[config.mk]
export PLATFORM = sky130hd
export DESIGN_NAME = record_slot_table_with_sort
export DESIGN_NICKNAME = d
export VERILOG_FILES = /design/src/hdl/rst_pkg.sv /design/src/hdl/record_slot_table_with_sort.sv
export SDC_FILE = /design/constraint.sdc
export NUM_CORES = 2
export LEC_CHECK = 0
export BUFFER_PORTS_ARGS = -buffer_cell sky130_fd_sc_hd__buf_2
export CORE_MARGIN = 2
export CORE_UTILIZATION = 40
export DETAILED_ROUTE_END_ITERATION = 12
export HOLD_SLACK_MARGIN = 0.08
export PLACE_DENSITY = 0.53
export SLEW_MARGIN = 20
export SYNTH_ARGS = -nofsm -noshare
export SYNTH_HDL_FRONTEND = slang
export SYNTH_SLANG_ARGS = --single-unit
[constraint.sdc]
create_clock -name clk -period 15.4 [get_ports clk]
set_clock_uncertainty 0.1 [all_clocks]
set_input_delay 1.54 -clock clk [delete_from_list [all_inputs] [get_ports clk]]
set_output_delay 1.54 -clock clk [all_outputs]
set_load 0.01 [all_outputs]
[src/hdl/rst_pkg.sv]
`timescale 1ns / 1ps
`default_nettype none
// ----------------------------------------------------------------------------
// rst_pkg
// Shared codes and widths for the record slot table.
// ----------------------------------------------------------------------------
package rst_pkg;
  localparam int SLOTS_DEF     = 16;
  localparam int KEY_CHARS_DEF = 8;
  localparam int MAX_RESULTS   = 16;
  localparam logic [15:0] ID_MAX = 16'hFFFF;

  typedef enum logic [2:0] {
    REQ_ADD    = 3'd0,
    REQ_UPD_FN = 3'd1,
    REQ_UPD_LN = 3'd2,
    REQ_REMOVE = 3'd3,
    REQ_LIST   = 3'd4,
    REQ_SORT   = 3'd5,
    REQ_RSV6   = 3'd6,
    REQ_RSV7   = 3'd7
  } req_t;

  typedef enum logic [2:0] {
    ST_OK        = 3'd0,
    ST_NO_SLOT   = 3'd1,
    ST_NOT_FOUND = 3'd2,
    ST_IDS_OUT   = 3'd3,
    ST_EMPTY     = 3'd4
  } status_t;

  typedef enum logic [3:0] {
    S_IDLE, S_SCAN_RD, S_SCAN_CHK, S_SORT_RD, S_SORT_LOAD, S_SORT_JRD,
    S_SORT_CMP, S_SORT_WB, S_LIST_RD, S_LIST_OUT
  } fsm_t;
endpackage
`default_nettype wire

[src/hdl/record_slot_table_with_sort.sv]
`timescale 1ns / 1ps
`default_nettype none
// ----------------------------------------------------------------------------
// record_slot_table_with_sort
// Record table in a synchronous memory with scan, update and an
// in-place exchange sort driven by a sequencer.
// ----------------------------------------------------------------------------
// channel   direction  handshake
// request   in         start & !busy transfers req_type/entry_id/keys
// result    out        done high for a single cycle per result, final_item on last
//
// Add answers the cycle after its transfer and leaves busy low. Update and
// remove scan the memory slot by slot, one read state and one check state
// each, up to the hit or the last slot. List reads slot by slot up to the
// last occupied one or MAX_RESULTS results. Sorted list first runs the
// exchange sort, paced by the single read port with one compare per slot.
// Occupied and written marks and the id counter clear on reset; the memory
// itself is not cleared. The receiver cannot stall; busy stays high until
// the last result is out.
// ----------------------------------------------------------------------------
module record_slot_table_with_sort #(
  parameter int SLOTS     = rst_pkg::SLOTS_DEF,
  parameter int KEY_CHARS = rst_pkg::KEY_CHARS_DEF
) (
  input  wire logic        clk,
  input  wire logic        rst,
  input  wire logic        start,
  output logic             busy,
  input  wire logic [2:0]  req_type,
  input  wire logic [15:0] entry_id,
  input  wire logic [63:0] first_name,
  input  wire logic [63:0] last_name,
  output logic             done,
  output logic [2:0]       status,
  output logic [15:0]      record_id,
  output logic [63:0]      record_first,
  output logic [63:0]      record_last,
  output logic             final_item
);
  import rst_pkg::*;

  localparam int AW = (SLOTS > 1) ? $clog2(SLOTS) : 1;
  localparam int KW = 8 * KEY_CHARS;
  localparam int EW = 16 + 2 * KW;
  localparam int NW = $clog2(MAX_RESULTS + 1);

  // memory entry: {id, first, last}
  logic [EW-1:0] mem [SLOTS];
  logic [EW-1:0] rd_data;
  logic [AW-1:0] rd_addr;
  logic          wr_en;
  logic [AW-1:0] wr_addr;
  logic [EW-1:0] wr_data;

  always_ff @(posedge clk) begin
    if (wr_en) mem[wr_addr] <= wr_data;
    rd_data <= mem[rd_addr];
  end

  fsm_t             state, state_next;
  req_t             req, req_next;
  logic [15:0]      eid, eid_next;
  logic [KW-1:0]    fk, fk_next, lk, lk_next;
  logic [AW-1:0]    idx_i, idx_i_next, idx_j, idx_j_next;
  logic [EW-1:0]    ent_i, ent_i_next;
  logic [NW-1:0]    n_out, n_out_next;
  logic [SLOTS-1:0] occ, occ_next, wrt, wrt_next;
  logic [15:0]      id_counter, id_counter_next;
  logic             done_next, final_next;
  logic [2:0]       status_next;
  logic [15:0]      record_id_next;
  logic [63:0]      first_next, last_next;

  wire [15:0]    rd_id    = rd_data[EW-1 -: 16];
  wire [KW-1:0]  rd_first = rd_data[2*KW-1 -: KW];
  wire [KW-1:0]  rd_last  = rd_data[KW-1:0];
  wire [KW-1:0]  i_first  = ent_i[2*KW-1 -: KW];
  wire [KW-1:0]  i_last   = ent_i[KW-1:0];

  // lowest free slot, valid flag
  logic          free_ok;
  logic [AW-1:0] free_idx;
  always_comb begin
    free_ok  = 1'b0;
    free_idx = '0;
    for (int k = SLOTS - 1; k >= 0; k--) begin
      if (!occ[k]) begin
        free_ok  = 1'b1;
        free_idx = AW'(k);
      end
    end
  end

  // swap when entry j (on the read port) ranks before entry i (held in ent_i)
  logic swap;
  always_comb begin
    if (!occ[idx_i])      swap = occ[idx_j];
    else if (!occ[idx_j]) swap = 1'b0;
    else if (i_last != rd_last) swap = i_last > rd_last;
    else swap = i_first > rd_first;
  end

  wire scan_match = (req == REQ_REMOVE) ? (wrt[idx_j] && rd_id == eid)
                                        : (occ[idx_j] && rd_id == eid);

  // any occupied slot beyond the one being listed
  wire [SLOTS-1:0] occ_above = (occ >> idx_j) >> 1;
  wire             has_more  = |occ_above;
  wire             list_last = (n_out == NW'(MAX_RESULTS - 1)) || !has_more;

  assign busy = (state != S_IDLE);

  always_comb begin
    rd_addr = idx_j;
    if (state == S_SORT_RD) rd_addr = idx_i;
  end

  always_comb begin
    state_next      = state;
    req_next        = req;
    eid_next        = eid;
    fk_next         = fk;
    lk_next         = lk;
    idx_i_next      = idx_i;
    idx_j_next      = idx_j;
    ent_i_next      = ent_i;
    n_out_next      = n_out;
    occ_next        = occ;
    wrt_next        = wrt;
    id_counter_next = id_counter;
    done_next       = 1'b0;
    final_next      = final_item;
    status_next     = status;
    record_id_next  = record_id;
    first_next      = record_first;
    last_next       = record_last;
    wr_en           = 1'b0;
    wr_addr         = idx_j;
    wr_data         = ent_i;
    unique case (state)
      S_IDLE: begin
        if (start) begin
          req_next   = req_t'(req_type);
          eid_next   = entry_id;
          fk_next    = first_name[KW-1:0];
          lk_next    = last_name[KW-1:0];
          idx_i_next = '0;
          idx_j_next = '0;
          n_out_next = '0;
          unique case (req_t'(req_type)) inside
            REQ_ADD: begin
              done_next      = 1'b1;
              final_next     = 1'b1;
              record_id_next = '0;
              first_next     = '0;
              last_next      = '0;
              if (!free_ok) status_next = ST_NO_SLOT;
              else if (id_counter == ID_MAX) status_next = ST_IDS_OUT;
              else begin
                status_next     = ST_OK;
                id_counter_next = id_counter + 16'd1;
                record_id_next  = id_counter + 16'd1;
                first_next      = 64'(first_name[KW-1:0]);
                last_next       = 64'(last_name[KW-1:0]);
                wr_en           = 1'b1;
                wr_addr         = free_idx;
                wr_data         = {id_counter + 16'd1, first_name[KW-1:0],
                                   last_name[KW-1:0]};
                occ_next[free_idx] = 1'b1;
                wrt_next[free_idx] = 1'b1;
              end
            end
            REQ_UPD_FN, REQ_UPD_LN, REQ_REMOVE: state_next = S_SCAN_RD;
            REQ_LIST: state_next = S_LIST_RD;
            REQ_SORT: begin
              idx_j_next = AW'(1);
              state_next = S_SORT_RD;
            end
            default: ;
          endcase
        end
      end
      // scan: address idx_j issued, data arrives next cycle
      S_SCAN_RD: state_next = S_SCAN_CHK;
      S_SCAN_CHK: begin
        if (scan_match) begin
          done_next      = 1'b1;
          final_next     = 1'b1;
          status_next    = ST_OK;
          record_id_next = eid;
          first_next     = 64'(rd_first);
          last_next      = 64'(rd_last);
          if (req == REQ_REMOVE) occ_next[idx_j] = 1'b0;
          else if (req == REQ_UPD_FN) begin
            wr_en      = 1'b1;
            wr_data    = {rd_id, fk, rd_last};
            first_next = 64'(fk);
          end else begin
            wr_en     = 1'b1;
            wr_data   = {rd_id, rd_first, lk};
            last_next = 64'(lk);
          end
          state_next = S_IDLE;
        end else if (idx_j == AW'(SLOTS - 1)) begin
          done_next      = 1'b1;
          final_next     = 1'b1;
          status_next    = ST_NOT_FOUND;
          record_id_next = eid;
          first_next     = '0;
          last_next      = '0;
          state_next     = S_IDLE;
        end else begin
          idx_j_next = idx_j + AW'(1);
          state_next = S_SCAN_RD;
        end
      end
      // sort: hold entry i in ent_i, sweep j with one read and one compare state per slot
      S_SORT_RD: state_next = S_SORT_LOAD;
      S_SORT_LOAD: begin
        ent_i_next = rd_data;
        state_next = S_SORT_JRD;
      end
      S_SORT_JRD: state_next = S_SORT_CMP;
      S_SORT_CMP: begin
        if (swap) begin
          wr_en      = 1'b1;
          wr_data    = ent_i;
          ent_i_next = rd_data;
          occ_next[idx_j] = occ[idx_i];
          occ_next[idx_i] = occ[idx_j];
          wrt_next[idx_j] = wrt[idx_i];
          wrt_next[idx_i] = wrt[idx_j];
        end
        if (idx_j == AW'(SLOTS - 1)) state_next = S_SORT_WB;
        else begin
          idx_j_next = idx_j + AW'(1);
          state_next = S_SORT_JRD;
        end
      end
      S_SORT_WB: begin
        // write back entry i, advance i
        wr_en   = 1'b1;
        wr_addr = idx_i;
        wr_data = ent_i;
        if (idx_i == AW'(SLOTS - 2)) begin
          idx_j_next = '0;
          state_next = S_LIST_RD;
        end else begin
          idx_i_next = idx_i + AW'(1);
          idx_j_next = idx_i + AW'(2);
          state_next = S_SORT_RD;
        end
      end
      S_LIST_RD: state_next = S_LIST_OUT;
      S_LIST_OUT: begin
        if (occ[idx_j]) begin
          done_next      = 1'b1;
          final_next     = list_last;
          status_next    = ST_OK;
          record_id_next = rd_id;
          first_next     = 64'(rd_first);
          last_next      = 64'(rd_last);
          n_out_next     = n_out + NW'(1);
        end
        if (occ[idx_j] && list_last) state_next = S_IDLE;
        else if (!occ[idx_j] && !has_more) begin
          // nothing was listed before, so the table is empty
          done_next      = 1'b1;
          final_next     = 1'b1;
          status_next    = ST_EMPTY;
          record_id_next = '0;
          first_next     = '0;
          last_next      = '0;
          state_next     = S_IDLE;
        end else begin
          idx_j_next = idx_j + AW'(1);
          state_next = S_LIST_RD;
        end
      end
      default: state_next = S_IDLE;
    endcase
  end

  always_ff @(posedge clk) begin
    if (rst) begin
      state        <= S_IDLE;
      req          <= REQ_ADD;
      eid          <= '0;
      fk           <= '0;
      lk           <= '0;
      idx_i        <= '0;
      idx_j        <= '0;
      ent_i        <= '0;
      n_out        <= '0;
      occ          <= '0;
      wrt          <= '0;
      id_counter   <= '0;
      done         <= 1'b0;
      final_item   <= 1'b0;
      status       <= ST_OK;
      record_id    <= '0;
      record_first <= '0;
      record_last  <= '0;
    end else begin
      state        <= state_next;
      req          <= req_next;
      eid          <= eid_next;
      fk           <= fk_next;
      lk           <= lk_next;
      idx_i        <= idx_i_next;
      idx_j        <= idx_j_next;
      ent_i        <= ent_i_next;
      n_out        <= n_out_next;
      occ          <= occ_next;
      wrt          <= wrt_next;
      id_counter   <= id_counter_next;
      done         <= done_next;
      final_item   <= final_next;
      status       <= status_next;
      record_id    <= record_id_next;
      record_first <= first_next;
      record_last  <= last_next;
    end
  end

  a_done_busy: assert property (@(posedge clk) disable iff (rst)
    done && !final_item |-> busy) else $error("non-final result while idle");
  a_add_ok: assert property (@(posedge clk) disable iff (rst)
    done && status == ST_OK && $past(state) == S_IDLE |-> record_id == id_counter)
    else $error("add id mismatch");
  a_add_result: assert property (@(posedge clk) disable iff (rst)
    start && !busy && req_type == REQ_ADD |=> done && final_item)
    else $error("add without a result");
endmodule
`default_nettype wire
# Word-level counts from Yosys, hierarchy flattened
# Memory sizes are Yosys's and may differ from the RTL's. A register that Yosys moved wholly into a read port is not among the register bits.
# Index checks and enable logic that the tools add are counted.
# W data, S select, Z words.
[totals] memories=1 word_cells=282 register_bits=505 ramBits=2304
[op_classes] mux=176 eq_ne=36 magnitude_cmp=8 n_reduce_logical=32 n_bitwise=5 n_shift=1 n_addsub=5
[memory_table] memory="mem" words=16 word_bits=144 read_ports=1 rd_clocked_by_memory_dff=1 write_ports=1 line_no="record_slot_table_with_sort.sv:48" rtl="logic [EW-1:0] mem [SLOTS];"
[ops] cell="$mux W64" count=21
[ops] cell="$mux W144" count=7
[ops] cell="$pmux W144 S2" count=2
[ops] cell="$pmux W64 S3" count=2
[ops] cell="$mux W16" count=21
[ops] cell="$mux W4" count=33
[ops] cell="$gt A64 B64 Y1" count=2
[ops] cell="$mux W128" count=1
[ops] cell="$pmux W16 S3" count=2
[ops] cell="$bwmux W16" count=4
[ops] cell="$ne A64 B64 Y1" count=1
[ops] cell="$mux W1" count=53
[ops] cell="$pmux W4 S10" count=1
[ops] cell="$or A16 B16 Y16" count=2
[ops] cell="$pmux W16 S2" count=1
[ops] cell="$ne A2 B2 Y1 const B" count=12
[ops] cell="$mux W3" count=7
[ops] cell="$pmux W4 S5" count=1
[ops] cell="$add A16 B1 Y16 const B" count=1
[ops] cell="$and A16 B16 Y16" count=1
[ops] cell="$bmux W1 S4" count=4
[ops] cell="$eq A16 B16 Y1" count=1
[ops] cell="$eq A16 B16 Y1 const B" count=1
[ops] cell="$eq A4 B3 Y1 const B" count=4
[ops] cell="other kinds (43)" count=78

# Logic depth before layout (Yosys ltp)
[depth] depth_word=26 mapped_depth=14

# Worst setup path before layout
# No wires, ideal clock.
[synth_timing] path_type="input to register" startpoint="in req_type[0]" endpoint="mem mem[8][0] (netlist name), enable pin" stages=8 setup_slack_ns=1.376 n_path_buf=2 arrival_time_ns=13.101 required_time_ns=14.477 setup_time_ns=0.823 path_cell_list="nor3_1 > and4_1 > clkbuf_1 > nor2_1 > a22o_1 > or2_2 > clkbuf_1 > nor3_1"
[synth_via] elab_chain_cells=6 elab_cells_between_ends=9 classes_between="8 x mux; 1 x reduce/logical"
[synth_lines] item="start, declared" line_no="record_slot_table_with_sort.sv:29" rtl="input wire logic [2:0] req_type,"
[synth_lines] item="$logic_not A3 Y1 (no source line) *"
[synth_lines] item="$mux W1" line_no="record_slot_table_with_sort.sv:150" rtl="unique case (req_t'(req_type)) inside"
[synth_lines] item="$mux W1" line_no="record_slot_table_with_sort.sv:142" rtl="if (start) begin"
[synth_lines] item="$pmux W1 S4" line_no="record_slot_table_with_sort.sv:140" rtl="unique case (state)"
[synth_lines] item="$mux W1" line_no="record_slot_table_with_sort.sv:56" rtl="if (wr_en) mem[wr_addr] <= wr_data;"
[synth_lines] item="$mux W1 (not written as such)" line_no="record_slot_table_with_sort.sv:56"
[synth_lines] item="end, declared" line_no="record_slot_table_with_sort.sv:48"
# Mark *: on every way between the ends. The rest lies on a longest branch, timed or not.

# Final worst setup path
[layout_timing] startpoint="reg rd_data[123], read port of mem" endpoint="mem mem[7][92] (netlist name), enable pin"
[layout_via] elab_chain_cells=8
[layout_lines] item="start, declared" line_no="record_slot_table_with_sort.sv:49" rtl="logic [EW-1:0] rd_data;"
[layout_lines] item="$gt A64 B64 Y1" line_no="record_slot_table_with_sort.sv:100" rtl="else swap = i_first > rd_first;"
[layout_lines] item="$mux W1" line_no="record_slot_table_with_sort.sv:99" rtl="else if (i_last != rd_last) swap = i_last > rd_last;"
[layout_lines] item="$mux W1" line_no="record_slot_table_with_sort.sv:98" rtl="else if (!occ[idx_j]) swap = 1'b0;"
[layout_lines] item="$mux W1" line_no="record_slot_table_with_sort.sv:97" rtl="if (!occ[idx_i]) swap = occ[idx_j];"
[layout_lines] item="$mux W1" line_no="record_slot_table_with_sort.sv:225" rtl="if (swap) begin"
[layout_lines] item="$pmux W1 S4" line_no="record_slot_table_with_sort.sv:140"
[layout_lines] item="$mux W1" line_no="record_slot_table_with_sort.sv:56"
[layout_lines] item="$mux W1 (not written as such)" line_no="record_slot_table_with_sort.sv:56"
# Every way passes these cells.

==> results_dict.tcl <==
set metrics [dict create \
    htree_levels 5 \
    setup_viol 0 \
    synth_seq_cells 2953 \
    crit_path_max_incr_delay_ns 0.87 \
    fmax_mhz 138 \
    postRouteWirelength_mm 417 \
    post_cts_buffers 0 \
    min_period_ns 7.22 \
    clk_latency_ns 0.93 \
    hold_violations 0 \
    slew_viol_final 0 \
    synthArstFlopShare 0 \
    die_h_um 560 \
    grt_usage 0.257 \
    cp_top_family "buffers and inverters" \
    synthesis.area_um2 124000 \
    synth.distinct_cells 74 \
    grt_max_degree 173 \
    rsz0062_at_grt "false" \
    drive_gt1_frac 0.103 \
    root_buffer "clkbuf_16" \
    core.rowCount 204 \
    crit_slowest_cell "buf_4" \
    crit_type "reg -> reg" \
    ys_seq_area_frac 0.665 \
    hold_path.class "reg -> reg" \
    worst_pin_slew_ns 1.30 \
    grt.overflow.total 0 \
    gp_congestion 0.863 \
    drtPass1Iterations 7 \
    final_nets 11533 \
    maxCapViolCount 0 \
    outcome "finished clean" \
    grt_pass1_wl_mm 608 \
    drc_errors 0 \
    critPathMaxFanout 45 \
    cp_cell_sequence "inv_1 -> ha_1 -> nand3_1 -> nor3_1 -> nand4_1 -> nor4_1 -> a2111oi_2 -> buf_4 -> a211o_1 -> a31oi_2 -> buf_4 -> o221ai_1 -> nor2_4 -> buf_12 -> buf_4 -> buf_4" \
    die_area_um2 313000 \
    clock_sinks 2953 \
    io_buffers 299 \
    fillers 28102 \
    synth_cells 11202 \
    wl_per_cell_um 26.6 \
    worst_ep_required_time_ns 15.81 \
    vias 92144 \
    cts_tree "built" \
    synth.avg_cell_area_um2 11.0 \
    setup_tns_ns 0 \
    holdBufCountCts 0 \
    power_density_nw_per_um2 137 \
    synth_fp_nets 11492 \
    via_per_inst 5.89 \
    slew_headroom 0.125 \
    clk_pin_slew_ns 0.07 \
    post_cts_resized 0 \
    start_util 0.401 \
    grt_pass1_vias 87631 \
    cp.buffers_inverters 6 \
    pin_count 300 \
    synth-edff-count 2304 \
    areaGrowthSynthToFinish_pct 13.8 \
    ant_nets 0 \
    synth_flop_cell "edfxtp_1" \
    power_leakage_nw 49.6 \
    antenna_found_initial 25 \
    fin_total_pwr_w 0.0193 \
    start_kind "flip-flop" \
    fin_crit_sh 0.469 \
    cpMostUsedCell "buf_4" \
    crit_arrival_ns 7.63 \
    yosysWarningCount 0 \
    max-vdd-ir-drop_uv 90.2 \
    initialDrtViolationCount 10730 \
    numCtsBuffers 327 \
    clk_path_buf_depth 4 \
    dieWidth_um 560 \
    hpwl_mm 231 \
    critPathCaptureType "flip-flop" \
    core_area_um2 308000 \
]
==> logic make-up after synthesis <==
| family | count (synthesis) | synth area share |
|---|---|---|
| buffers and inverters | 1026 | 0.0322 |
| adder cells (fa/ha/maj) | 140 | 0.0142 |
| XOR/XNOR | 44 | 0.00312 |
| multiplexers | 34 | 0.00489 |
| AND/OR/NAND/NOR | 4871 | 0.168 |
| flip-flops | 2953 | 0.665 |
| AO/OA/AOI/OAI | 2134 | 0.113 |
==> final cells by class <==
class | count | area, um^2 | share of cell area
antenna | 16 | 40.0 | 0.000285
clock buffer | 439 | 9130 | 0.0649
clock inverter | 164 | 1780 | 0.0126
inverter | 176 | 661 | 0.00469
multi-input combinational | 7223 | 37900 | 0.270
sequential | 2953 | 82200 | 0.584
tap | 4120 | 5150 | 0.0366
timing repair buffer | 562 | 3840 | 0.0273
==> power breakdown <==
group / switching (W) / internal [W] / total, W
Sequential: 0.000201 / 0.00875 / 0.00895
Combinational: 0.00173 / 0.000704 / 0.00243
Clock: 0.00333 / 0.00464 / 0.00797
Total: 0.00526 / 0.0141 / 0.0193
==> cells in the mapped netlist (21+ instances only) <==
cell          n  area [um^2]
xor2_1       30          263
nor2_1      143          537
clkbuf_1    725         2720
edfxtp_1   2304        69200
o2bb2ai_1    86          753
and3_1      160         1000
a21oi_1     749         3750
buf_2        60          300
a221o_1      62          621
o21ai_0     339         1700
a221oi_1     28          245
dfxtp_1     649        13000
mux4_2       21          473
nor3_1       54          270
buf_1        53          199
o22ai_1      36          225
a311oi_1    290         2540
ha_1        140         1750
inv_1       173          649
nand4_1      34          213
nand3_1    1373         6870
nand2_1    3032        11400
a31oi_1     161         1010
a22oi_1     179         1340
a22o_1       88          771
==> routing by layer <==
metal	part of all wire	track usage	wire length (um)	up-vias
li1	-	-	-	41065
met1	0.43	0.363	180000	46257
met2	0.45	0.397	188000	4089
met3	0.073	0.0336	30600	729
met4	0.045	0.111	18800	4
met5	0.000077	0	32	-
==> cell usage in the layout (no fill, tap or decap), types with 30 or more instances in the layout <==
cell type	synthesis	routed
and3_1	160	157
a22o_1	88	88
a221o_1	62	62
nand2_1	3032	3028
nand4_1	34	34
o2bb2ai_1	86	86
edfxtp_1	2304	2304
buf_2	60	298
o21ai_2	0	33
nand3_1	1373	1371
ha_1	140	140
o21ai_0	339	288
dfxtp_1	649	649
nor2_1	143	134
xor2_1	30	30
a21oi_1	749	749
nor3_1	54	43
a31oi_1	161	161
clkinv_1	2	52
o22ai_1	36	36
inv_1	173	173
clkbuf_16	0	335
clkbuf_1	725	66
a311oi_1	290	288
clkinv_2	0	55
a22oi_1	179	179
clkbuf_8	0	35
buf_4	9	235
==> registers in the layout (all words and copies together) (netlist names) <==
| register | cells |
|---|---|
| fk | 64 |
| rd_data | 144 |
| ent_i | 144 |
| mem | 2304 |
| wrt | 16 |
| done | 1 |
| eid | 16 |
| idx_j | 4 |
| idx_i | 4 |
| req | 3 |
| final_item | 1 |
| record_last | 64 |
| status | 3 |
| lk | 64 |
| state | 4 |
| occ | 16 |
| record_id | 16 |
| n_out | 5 |
| id_counter | 16 |
| record_first | 64 |
==> metrics by stage <==
stage / util / setup slack [ns] / std cells / area, um^2 / hold slack [ns]
after floorplan: - / 1.38 / 11202 / 124000 / 0.332
after global placement: 0.421 / 7.59 / 15032 / 130000 / 0.340
after detailed placement: 0.421 / 8.27 / 15034 / 130000 / 0.342
after CTS: 0.456 / 8.22 / 15637 / 141000 / 0.361
after global routing: 0.457 / 7.91 / 15650 / 141000 / 0.380
final: 0.457 / 8.18 / 15653 / 141000 / 0.356
==> worst paths after layout <==
check | cells past startpoint | from | slack [ns] | end
max | 16 | rd_data[123] | 8.18 | mem[7][92]
min | 1 | record_last[0] | 0.36 | record_last[0]
min reg2reg | 1 | record_last[0] | 0.36 | record_last[0]
max reg2reg | 16 | rd_data[123] | 8.18 | mem[7][92]
Power figures use the tool's default switching activity.
